$ cat src/hdl/uvwc_pkg.sv
// Package for the distinct-value table with occurrence counts.
// Holds sizes, field codes and the controller/datapath command and status structs.
// No dependencies.
package uvwc_pkg;

  localparam int MAX_UNIQUE  = 32;
  localparam int STORE_DEPTH = 32;
  localparam int CAPACITY    = (MAX_UNIQUE > STORE_DEPTH) ? STORE_DEPTH : MAX_UNIQUE;

  localparam int ELEM_W   = 32;
  localparam int OCC_W    = 32;
  localparam int POS_W    = 5;
  localparam int TOTAL_W  = 6;
  localparam int KIND_W   = 2;
  localparam int IDX_W    = $clog2(STORE_DEPTH);
  localparam int OUT_DATA_BITS = POS_W + ELEM_W + OCC_W + TOTAL_W;
  localparam int OUT_DATA_W    = ((OUT_DATA_BITS + 7) / 8) * 8;

  localparam logic OP_PUSH   = 1'b0;
  localparam logic OP_FINISH = 1'b1;

  localparam logic [KIND_W-1:0] KIND_POSITION = 2'd0;
  localparam logic [KIND_W-1:0] KIND_ENTRY    = 2'd1;
  localparam logic [KIND_W-1:0] KIND_EMPTY    = 2'd2;
  localparam logic [KIND_W-1:0] KIND_OVERFLOW = 2'd3;

  localparam logic [OCC_W-1:0] OCC_MAX = {OCC_W{1'b1}};

  typedef struct packed {
    logic capture;
    logic lookup;
    logic commit;
    logic rd_issue;
    logic rd_emit;
    logic empty_emit;
  } cmd_t;

  typedef struct packed {
    logic used_zero;
    logic out_free;
    logic rd_last;
  } stat_t;

endpackage

$ cat src/hdl/unique_values_with_counts.sv
// Top level of the distinct-value table with occurrence counts.
// Joins uvwc_ctrl and uvwc_dpath and packs the stream ports; depends on uvwc_pkg.

// A push transaction (tuser 0) returns the position of its element in a
// first-appearance table of up to 32 distinct values, or an overflow result
// when the table is full; a finish transaction (tuser 1) returns one entry
// per distinct value with its count, tlast on the final one, then empties
// the table. A push passes from acceptance through capture, then the
// parallel compare against all stored values with the registered read of
// the count memory, then the write-back of the new count with the load of
// the result register. A finish captures and then reads out one entry at a
// time, since the count memory has a single read port; a finish on an empty
// table returns one empty result. Input is taken again as soon as the last
// result of an item sits in the output register; a stalled output holds the
// commit and each readout until the result register is free.
module unique_values_with_counts (
  input  logic                              clk,
  input  logic                              rst_n,
  input  logic                              in_tvalid,
  output logic                              in_tready,
  input  logic [31:0]                       in_tdata,  // [31:0] element
  input  logic [0:0]                        in_tuser,  // [0] operation
  output logic                              out_tvalid,
  input  logic                              out_tready,
  // [4:0] position, [36:5] unique_value, [68:37] occurrences,
  // [74:69] distinct_total, [79:75] zero
  output logic [uvwc_pkg::OUT_DATA_W-1:0]   out_tdata,
  output logic [1:0]                        out_tuser, // [1:0] kind
  output logic                              out_tlast
);

  uvwc_pkg::cmd_t  cmd;
  uvwc_pkg::stat_t stat;

  logic [uvwc_pkg::KIND_W-1:0]  res_kind;
  logic [uvwc_pkg::POS_W-1:0]   res_pos;
  logic [uvwc_pkg::ELEM_W-1:0]  res_value;
  logic [uvwc_pkg::OCC_W-1:0]   res_occ;
  logic [uvwc_pkg::TOTAL_W-1:0] res_total;

  uvwc_ctrl u_ctrl (
    .clk       (clk),
    .rst_n     (rst_n),
    .in_tvalid (in_tvalid),
    .in_tready (in_tready),
    .in_op     (in_tuser[0]),
    .stat      (stat),
    .cmd       (cmd)
  );

  uvwc_dpath u_dpath (
    .clk       (clk),
    .rst_n     (rst_n),
    .cmd       (cmd),
    .in_elem   (in_tdata),
    .out_ready (out_tready),
    .stat      (stat),
    .out_valid (out_tvalid),
    .out_kind  (res_kind),
    .out_pos   (res_pos),
    .out_value (res_value),
    .out_occ   (res_occ),
    .out_total (res_total),
    .out_last  (out_tlast)
  );

  assign out_tdata = uvwc_pkg::OUT_DATA_W'({res_total, res_occ, res_value, res_pos});
  assign out_tuser = res_kind;

endmodule

$ cat src/hdl/uvwc_ctrl.sv
// Controller state machine for the distinct-value table.
// Sequences push lookups, commits and finish readouts; depends on uvwc_pkg.
module uvwc_ctrl (
  input  logic           clk,
  input  logic           rst_n,
  input  logic           in_tvalid,
  output logic           in_tready,
  input  logic           in_op,
  input  uvwc_pkg::stat_t stat,
  output uvwc_pkg::cmd_t  cmd
);

  localparam logic [2:0] S_IDLE   = 3'd0;
  localparam logic [2:0] S_LOOK   = 3'd1;
  localparam logic [2:0] S_COMMIT = 3'd2;
  localparam logic [2:0] S_RDISS  = 3'd3;
  localparam logic [2:0] S_RDOUT  = 3'd4;
  localparam logic [2:0] S_EMPTY  = 3'd5;

  logic [2:0] state_r;
  logic [2:0] state_nxt;

  assign in_tready = (state_r == S_IDLE);

  always_comb begin
    state_nxt = state_r;
    cmd       = '0;
    unique case (state_r)
      S_IDLE: begin
        if (in_tvalid) begin
          cmd.capture = 1'b1;
          if (in_op == uvwc_pkg::OP_PUSH) begin
            state_nxt = S_LOOK;
          end else if (stat.used_zero) begin
            state_nxt = S_EMPTY;
          end else begin
            state_nxt = S_RDISS;
          end
        end
      end
      S_LOOK: begin
        cmd.lookup = 1'b1;
        state_nxt  = S_COMMIT;
      end
      S_COMMIT: begin
        if (stat.out_free) begin
          cmd.commit = 1'b1;
          state_nxt  = S_IDLE;
        end
      end
      S_RDISS: begin
        cmd.rd_issue = 1'b1;
        state_nxt    = S_RDOUT;
      end
      S_RDOUT: begin
        if (stat.out_free) begin
          cmd.rd_emit = 1'b1;
          state_nxt   = stat.rd_last ? S_IDLE : S_RDISS;
        end
      end
      S_EMPTY: begin
        if (stat.out_free) begin
          cmd.empty_emit = 1'b1;
          state_nxt      = S_IDLE;
        end
      end
      default: begin
        state_nxt = S_IDLE;
      end
    endcase
  end

  always_ff @(posedge clk) begin
    if (!rst_n) begin
      state_r <= S_IDLE;
    end else begin
      state_r <= state_nxt;
    end
  end

endmodule

$ cat src/hdl/uvwc_dpath.sv
// Datapath for the distinct-value table: value lanes with parallel compare,
// count memory, readout index and result register. Depends on uvwc_pkg.
module uvwc_dpath (
  input  logic                            clk,
  input  logic                            rst_n,
  input  uvwc_pkg::cmd_t                  cmd,
  input  logic [uvwc_pkg::ELEM_W-1:0]     in_elem,
  input  logic                            out_ready,
  output uvwc_pkg::stat_t                 stat,
  output logic                            out_valid,
  output logic [uvwc_pkg::KIND_W-1:0]     out_kind,
  output logic [uvwc_pkg::POS_W-1:0]      out_pos,
  output logic [uvwc_pkg::ELEM_W-1:0]     out_value,
  output logic [uvwc_pkg::OCC_W-1:0]      out_occ,
  output logic [uvwc_pkg::TOTAL_W-1:0]    out_total,
  output logic                            out_last
);

  localparam int IDX_W   = uvwc_pkg::IDX_W;
  localparam int TOTAL_W = uvwc_pkg::TOTAL_W;
  localparam int ELEM_W  = uvwc_pkg::ELEM_W;
  localparam int OCC_W   = uvwc_pkg::OCC_W;
  localparam int DEPTH   = uvwc_pkg::STORE_DEPTH;
  localparam logic [TOTAL_W-1:0] CAP_TOTAL = TOTAL_W'(uvwc_pkg::CAPACITY);

  logic [ELEM_W-1:0] lane_r [DEPTH];
  logic [OCC_W-1:0]  cnt_mem [DEPTH];

  logic [ELEM_W-1:0]  elem_r;
  logic               hit_r;
  logic [IDX_W-1:0]   hit_idx_r;
  logic [OCC_W-1:0]   cnt_q_r;
  logic [ELEM_W-1:0]  val_q_r;
  logic [TOTAL_W-1:0] used_r;
  logic [IDX_W-1:0]   rd_idx_r;

  logic               out_valid_r;
  logic [uvwc_pkg::KIND_W-1:0] out_kind_r;
  logic [uvwc_pkg::POS_W-1:0]  out_pos_r;
  logic [ELEM_W-1:0]  out_value_r;
  logic [OCC_W-1:0]   out_occ_r;
  logic [TOTAL_W-1:0] out_total_r;
  logic               out_last_r;

  logic [DEPTH-1:0]   match;
  logic               hit;
  logic [IDX_W-1:0]   hit_idx;
  logic [IDX_W-1:0]   rd_addr;
  logic               mem_we;
  logic [IDX_W-1:0]   mem_wa;
  logic [OCC_W-1:0]   mem_wd;
  logic [OCC_W-1:0]   cnt_inc;
  logic               full;
  logic               is_new;
  logic [IDX_W-1:0]   new_idx;
  logic [TOTAL_W-1:0] rd_next;

  // Stored values are distinct, so at most one lane matches and an OR
  // of the matching lane numbers gives its index.
  always_comb begin
    hit_idx = '0;
    for (int i = 0; i < DEPTH; i++) begin
      match[i] = (TOTAL_W'(i) < used_r) && (lane_r[i] == elem_r);
      if (match[i]) begin
        hit_idx = hit_idx | IDX_W'(i);
      end
    end
    hit = |match;
  end

  assign full    = (used_r >= CAP_TOTAL);
  assign is_new  = !hit_r && !full;
  assign new_idx = used_r[IDX_W-1:0];
  assign cnt_inc = (cnt_q_r == uvwc_pkg::OCC_MAX) ? cnt_q_r : cnt_q_r + OCC_W'(1);
  assign rd_addr = cmd.lookup ? hit_idx : rd_idx_r;
  assign rd_next = TOTAL_W'(rd_idx_r) + TOTAL_W'(1);

  assign mem_we = cmd.commit && (hit_r || is_new);
  assign mem_wa = hit_r ? hit_idx_r : new_idx;
  assign mem_wd = hit_r ? cnt_inc : OCC_W'(1);

  always_ff @(posedge clk) begin
    if (mem_we) begin
      cnt_mem[mem_wa] <= mem_wd;
    end
    if (cmd.lookup || cmd.rd_issue) begin
      cnt_q_r <= cnt_mem[rd_addr];
    end
  end

  always_ff @(posedge clk) begin
    if (cmd.commit && is_new) begin
      lane_r[new_idx] <= elem_r;
    end
    if (cmd.capture) begin
      elem_r <= in_elem;
    end
    if (cmd.lookup) begin
      hit_r     <= hit;
      hit_idx_r <= hit_idx;
    end
    if (cmd.rd_issue) begin
      val_q_r <= lane_r[rd_idx_r];
    end
  end

  always_ff @(posedge clk) begin
    if (!rst_n) begin
      used_r   <= '0;
      rd_idx_r <= '0;
    end else begin
      if (cmd.commit && is_new) begin
        used_r <= used_r + TOTAL_W'(1);
      end
      if (cmd.rd_emit) begin
        if (rd_next == used_r) begin
          used_r   <= '0;
          rd_idx_r <= '0;
        end else begin
          rd_idx_r <= rd_idx_r + IDX_W'(1);
        end
      end
    end
  end

  always_ff @(posedge clk) begin
    if (!rst_n) begin
      out_valid_r <= 1'b0;
    end else if (cmd.commit || cmd.rd_emit || cmd.empty_emit) begin
      out_valid_r <= 1'b1;
    end else if (out_ready) begin
      out_valid_r <= 1'b0;
    end
  end

  // The three load commands never come in the same cycle.
  always_ff @(posedge clk) begin
    if (cmd.commit) begin
      out_value_r <= elem_r;
      out_last_r  <= 1'b1;
      if (hit_r) begin
        out_kind_r  <= uvwc_pkg::KIND_POSITION;
        out_pos_r   <= uvwc_pkg::POS_W'(hit_idx_r);
        out_occ_r   <= cnt_inc;
        out_total_r <= used_r;
      end else if (full) begin
        out_kind_r  <= uvwc_pkg::KIND_OVERFLOW;
        out_pos_r   <= '0;
        out_occ_r   <= '0;
        out_total_r <= used_r;
      end else begin
        out_kind_r  <= uvwc_pkg::KIND_POSITION;
        out_pos_r   <= uvwc_pkg::POS_W'(new_idx);
        out_occ_r   <= OCC_W'(1);
        out_total_r <= used_r + TOTAL_W'(1);
      end
    end else if (cmd.rd_emit) begin
      out_kind_r  <= uvwc_pkg::KIND_ENTRY;
      out_pos_r   <= uvwc_pkg::POS_W'(rd_idx_r);
      out_value_r <= val_q_r;
      out_occ_r   <= cnt_q_r;
      out_total_r <= used_r;
      out_last_r  <= (rd_next == used_r);
    end else if (cmd.empty_emit) begin
      out_kind_r  <= uvwc_pkg::KIND_EMPTY;
      out_pos_r   <= '0;
      out_value_r <= '0;
      out_occ_r   <= '0;
      out_total_r <= '0;
      out_last_r  <= 1'b1;
    end
  end

  assign stat.used_zero = (used_r == '0);
  assign stat.out_free  = !out_valid_r || out_ready;
  assign stat.rd_last   = (rd_next == used_r);

  assign out_valid = out_valid_r;
  assign out_kind  = out_kind_r;
  assign out_pos   = out_pos_r;
  assign out_value = out_value_r;
  assign out_occ   = out_occ_r;
  assign out_total = out_total_r;
  assign out_last  = out_last_r;

endmodule

$ cat config.mk
export PLATFORM = sky130hd
export DESIGN_NAME = unique_values_with_counts
export DESIGN_NICKNAME = d
export VERILOG_FILES = /design/src/hdl/uvwc_pkg.sv /design/src/hdl/unique_values_with_counts.sv /design/src/hdl/uvwc_ctrl.sv /design/src/hdl/uvwc_dpath.sv
export SDC_FILE = /design/constraint.sdc
export NUM_CORES = 2
export LEC_CHECK = 0
export BUFFER_PORTS_ARGS = -buffer_cell sky130_fd_sc_hd__buf_2
export CAP_MARGIN = 15
export CELL_PAD_IN_SITES_DETAIL_PLACEMENT = 1
export CELL_PAD_IN_SITES_GLOBAL_PLACEMENT = 1
export CORE_UTILIZATION = 49
export CTS_CLUSTER_DIAMETER = 80
export CTS_CLUSTER_SIZE = 16
export DETAILED_ROUTE_END_ITERATION = 8
export PLACE_DENSITY = 0.74
export REMOVE_ABC_BUFFERS = 1
export SLEW_MARGIN = 20
export SYNTH_ARGS = -nofsm -noshare
export SYNTH_HDL_FRONTEND = slang
export SYNTH_SLANG_ARGS = --single-unit
$ cat constraint.sdc
create_clock -name clk -period 4.35 [get_ports clk]
set_input_delay 0.2175 -clock clk [delete_from_list [all_inputs] [get_ports clk]]
set_output_delay 0.2175 -clock clk [all_outputs]
set_load 0.005 [all_outputs]
==> summary.txt <==
=================================================================================
Status                                                               finished with violations
Failing checks                                                       negative setup slack
Number of buffers on the longest clock path                                     3
CTS buffer count                                                              162
# H-tree levels                                                                 4
Post-synth design cell area                                           102,000 µm²
Total internal power                                                    35,300 µW
Die outline area                                                      209,000 µm²
Minimum clock period                                                      4.69 ns
Portion of total power attributed to the clock network                      0.302
Number of clock sinks                                                       2,243
Per-instance average area after synthesis                                15.7 µm²
Net switching fraction of the power                                         0.275
HPWL after detailed placement                                          260,000 µm
Worst setup slack before clock tree synthesis                            -1.14 ns
Via count of the first global-routing pass                                 67,900
Drt first pass iters                                                            6
Count of endpoints failing setup in the final report                           32
Final max-slew violation count                                                  0
PwrDens                                                                402 nW/µm²
Number of hold violations in the final report                                   0
Routing usage on met1                                                       0.463
Die outline height                                                         458 µm
Ratio of cells with drive above 1 in the final layout                       0.284
Floorplan die width                                                        458 µm
Non-Filler Cell Area, Final                                           121,000 µm²
Yosys warning count                                                             0
Pin count of the biggest net entering global routing                           48
Clock tree from TritonCTS                                                     yes
Final worst-path setup slack                                            -0.335 ns
Grt ovf                                                                         0
Actual transition at the worst max-transition pin                         1.10 ns
Detailed-route DRC error count                                                  0
Net switching power                                                     13,400 µW
Routed length per placed instance                                         36.7 µm
Starting DRT DRC Count                                                      8,820
Growth of design area from synthesis to finish                              19.2%
Post-Syn Instances                                                          6,467
Area after DPL                                                        113,000 µm²
Static leakage                                                          0.0406 µW
Count of different cell masters after synthesis                                98
Primary flip-flop cell chosen by synthesis mapping                   sky130_fd_sc_hd__edfxtp_1
Data required time at the worst endpoint                                  4.95 ns
CTS clk-pin slew, worst paths                                             0.08 ns
Placeable core region                                                 205,000 µm²
Fraction of power consumed by sequential logic                              0.512
Worst supply voltage drop on vdd                                           489 µV
Number of flip-flops and latches in the synthesized netlist                 2,243
Boundary pin count                                                            122
Global-route wire length before repair                                 519,000 µm
Avg Vias per Cell                                                            6.52
Summed negative setup slack over all endpoints                           -7.06 ns
Achievable clock frequency                                                213 MHz
HP Class                                                             primary input to register
Number of enable flip-flop cells after synthesis                            2,227
Number of nets with antenna violations after routing                            0
Fin Clk Skew                                                            0.0375 ns
Count of nets after finishing                                               7,500
RSZ-0062 raised after global routing                                         true
GRT met2 Usage                                                              0.563
Portion of synthesized cell area occupied by the leading cell type          0.658
GRT Util Overall                                                            0.352
Setup crit end kind                                                      register
Final wirelength                                                       374,000 µm
Port Buffer Count                                                             116
Most congested layer reported by global routing                              met2
Library cell with the largest summed area after synthesis            sky130_fd_sc_hd__edfxtp_1
Critical Setup Path Class                                            register to register
Logic gate share of total power                                             0.186
Vias                                                                       66,600
Overall Power                                                           48,700 µW
Async S/R FF share, synth                                                       0
Sequential fraction of the synthesis area                                   0.661
Maximum Capacitance Violations                                                  0
Cell at the root of the clock tree                                   sky130_fd_sc_hd__clkbuf_16
Final period utilization                                                     1.08
Top cells by area, synth                                             sky130_fd_sc_hd__edfxtp_1, sky130_fd_sc_hd__mux4_2, sky130_fd_sc_hd__xnor2_1, sky130_fd_sc_hd__xor2_1, sky130_fd_sc_hd__mux2i_1
Worst slew margin                                                           0.268
Met3 track demand over resource                                            0.0559
FP Rows                                                                       166
Highest fanout seen on the critical path                                       16
Startpoint class of the critical path                                    register
Initial core utilization                                                    0.495
Routability congestion estimate                                              1.01
FF-to-FF setup slack                                                     -0.34 ns
Initial antenna violation count                                                27
Critical Path AT                                                          5.28 ns
Later-pin clock latency in the skew report                                0.87 ns
=================================================================================
critical path: stages (launching register included):
cell and delay, ns:
sky130_fd_sc_hd__edfxtp_1 0.50, sky130_fd_sc_hd__buf_6 0.18, sky130_fd_sc_hd__buf_12 0.16, sky130_fd_sc_hd__buf_4 0.19, sky130_fd_sc_hd__xor2_1 0.16, sky130_fd_sc_hd__buf_4 0.16
sky130_fd_sc_hd__nor4_2 0.30, sky130_fd_sc_hd__nand4_1 0.12, sky130_fd_sc_hd__or3_4 0.39, sky130_fd_sc_hd__nand4_1 0.16, sky130_fd_sc_hd__buf_6 0.15, sky130_fd_sc_hd__o41ai_4 0.07
sky130_fd_sc_hd__buf_4 0.19, sky130_fd_sc_hd__and2_4 0.24, sky130_fd_sc_hd__buf_12 0.16, sky130_fd_sc_hd__buf_8 0.13, sky130_fd_sc_hd__mux2_4 0.30, sky130_fd_sc_hd__o21ai_2 0.16
sky130_fd_sc_hd__a21oi_2 0.06, sky130_fd_sc_hd__nor4_2 0.33, sky130_fd_sc_hd__buf_4 0.19, sky130_fd_sc_hd__o22ai_2 0.07
cell usage after synthesis, types with 22 or more instances:
cell,count
sky130_fd_sc_hd__xor2_1,527
sky130_fd_sc_hd__nand3_1,118
sky130_fd_sc_hd__a22o_1,67
sky130_fd_sc_hd__buf_1,42
sky130_fd_sc_hd__nor3_1,72
sky130_fd_sc_hd__mux2i_1,243
sky130_fd_sc_hd__xnor2_1,534
sky130_fd_sc_hd__o22ai_1,27
sky130_fd_sc_hd__nand2_1,549
sky130_fd_sc_hd__o21ai_0,92
sky130_fd_sc_hd__edfxtp_1,2227
sky130_fd_sc_hd__mux2_2,61
sky130_fd_sc_hd__buf_6,85
sky130_fd_sc_hd__a32oi_1,66
sky130_fd_sc_hd__and2_1,22
sky130_fd_sc_hd__and3_1,24
sky130_fd_sc_hd__nor4_1,193
sky130_fd_sc_hd__nand4_1,183
sky130_fd_sc_hd__buf_4,69
sky130_fd_sc_hd__mux4_2,322
sky130_fd_sc_hd__buf_2,82
sky130_fd_sc_hd__a21oi_1,172
sky130_fd_sc_hd__mux2_1,29
sky130_fd_sc_hd__a22oi_1,35
sky130_fd_sc_hd__o21ai_1,23
sky130_fd_sc_hd__clkbuf_1,123
sky130_fd_sc_hd__nor2_1,140
sequential cells by signal, indices dropped and copies added, names as in the netlist:
register           flops
u_dpath.out_occ       32
u_dpath.out_last       1
u_dpath.hit_r          1
u_ctrl.state_r         3
u_dpath.hit_idx_r      5
u_dpath.lane_r      1024
u_dpath.rd_idx_r       5
u_dpath.elem_r        32
u_dpath.val_q_r       32
u_dpath.cnt_q_r       32
u_dpath.out_kind       2
u_dpath.out_valid      1
u_dpath.out_value     32
u_dpath.used_r         6
u_dpath.out_total      6
u_dpath.cnt_mem     1024
u_dpath.out_pos        5
kinds of logic (layout without fill, tap and decap cells):
logic type / after synthesis / after routing / share of synthesized area
muxes: 659 / 659 / 0.106
other: 1 / 24 / 0.0000369
AOI/OAI and AO/OA: 609 / 609 / 0.0408
adders and majority gates: 7 / 7 / 0.000861
DFF: 2243 / 2243 / 0.661
buffers and inverters: 424 / 1451 / 0.0263
xor gates and xnor gates: 1063 / 1063 / 0.0917
and+or+nand+nor: 1461 / 1462 / 0.0737
worst paths after layout:
check,cells past startpoint,start,to
worst max-delay path,21,u_dpath.elem_r[30]$_DFFE_PP_,u_dpath.cnt_q_r[2]$_DFFE_PP_
worst min-delay path,2,in_tdata[7],u_dpath.elem_r[7]$_DFFE_PP_
worst max register to register,21,u_dpath.elem_r[30]$_DFFE_PP_,u_dpath.cnt_q_r[2]$_DFFE_PP_
worst min register to register,1,u_dpath.val_q_r[27]$_DFFE_PP_,u_dpath.out_value[27]$_DFFE_PP_
placed cells by master, fill, tap and decap left out, types with 65 or more instances in the layout:
cell type / Yosys / layout
sky130_fd_sc_hd__a21oi_1: 172 / 166
sky130_fd_sc_hd__o21ai_0: 92 / 77
sky130_fd_sc_hd__nand2_1: 549 / 542
sky130_fd_sc_hd__a22o_1: 67 / 67
sky130_fd_sc_hd__xor2_1: 527 / 498
sky130_fd_sc_hd__mux4_2: 322 / 322
sky130_fd_sc_hd__mux2i_1: 243 / 241
sky130_fd_sc_hd__buf_2: 82 / 116
sky130_fd_sc_hd__buf_4: 69 / 832
sky130_fd_sc_hd__nor2_4: 0 / 65
sky130_fd_sc_hd__xnor2_1: 534 / 506
sky130_fd_sc_hd__clkbuf_16: 0 / 169
sky130_fd_sc_hd__edfxtp_1: 2227 / 2227
sky130_fd_sc_hd__buf_12: 1 / 161
sky130_fd_sc_hd__nand4_1: 183 / 183
sky130_fd_sc_hd__nor4_1: 193 / 153
sky130_fd_sc_hd__nor2_1: 140 / 75
sky130_fd_sc_hd__nand3_1: 118 / 105
metrics by stage:
stage | instances | util | hold WS, ns
after floorplan | 6063 | - | 0.316
after global placement | 9839 | 0.549 | 0.394
final | 10200 | 0.590 | 0.0740
after CTS | 10200 | 0.585 | 0.0394
after global routing | 10200 | 0.590 | 0.0798
after detailed placement | 9839 | 0.550 | 0.396
metal layers:
layer	wire length, µm	vias up
li1	-	27000
met1	141000	35000
met2	177000	3725
met3	31700	828
met4	24300	12
met5	87	-
final cells by class:
| class | count | area [µm²] |
|---|---|---|
| clock buffer | 184 | 4230 |
| sequential | 2243 | 67200 |
| tap | 2688 | 3360 |
| timing repair buffer | 1228 | 11800 |
| antenna | 19 | 47.5 |
| clock inverter | 23 | 305 |
| fill | 18600 | 84200 |
| inverter | 16 | 60.1 |
| multi-input combinational | 3805 | 34200 |
power by group through the flow:
stage | logic [µW] | registers (µW) | clock network, µW
finish | 9060 | 24900 | 14700
global route | 9310 | 25000 | 15400
CTS | 8760 | 24900 | 14800
detailed placement | 8210 | 25400 | 0
global placement | 8020 | 25400 | 0
floorplan | 3450 | 26200 | 0
what timing repair did:
action / 4_1_cts / 5_1_grt
resized for setup: 291 / 112
setup endpoints to repair: 33 / 64
setup buffers: 76 / 16
gates cloned: 10 / 3
hold buffers: 37 / 0
endpoints found under the hold margin: 47 / 0
pin swaps: 71 / 48
(Power assumes the default switching activity.)
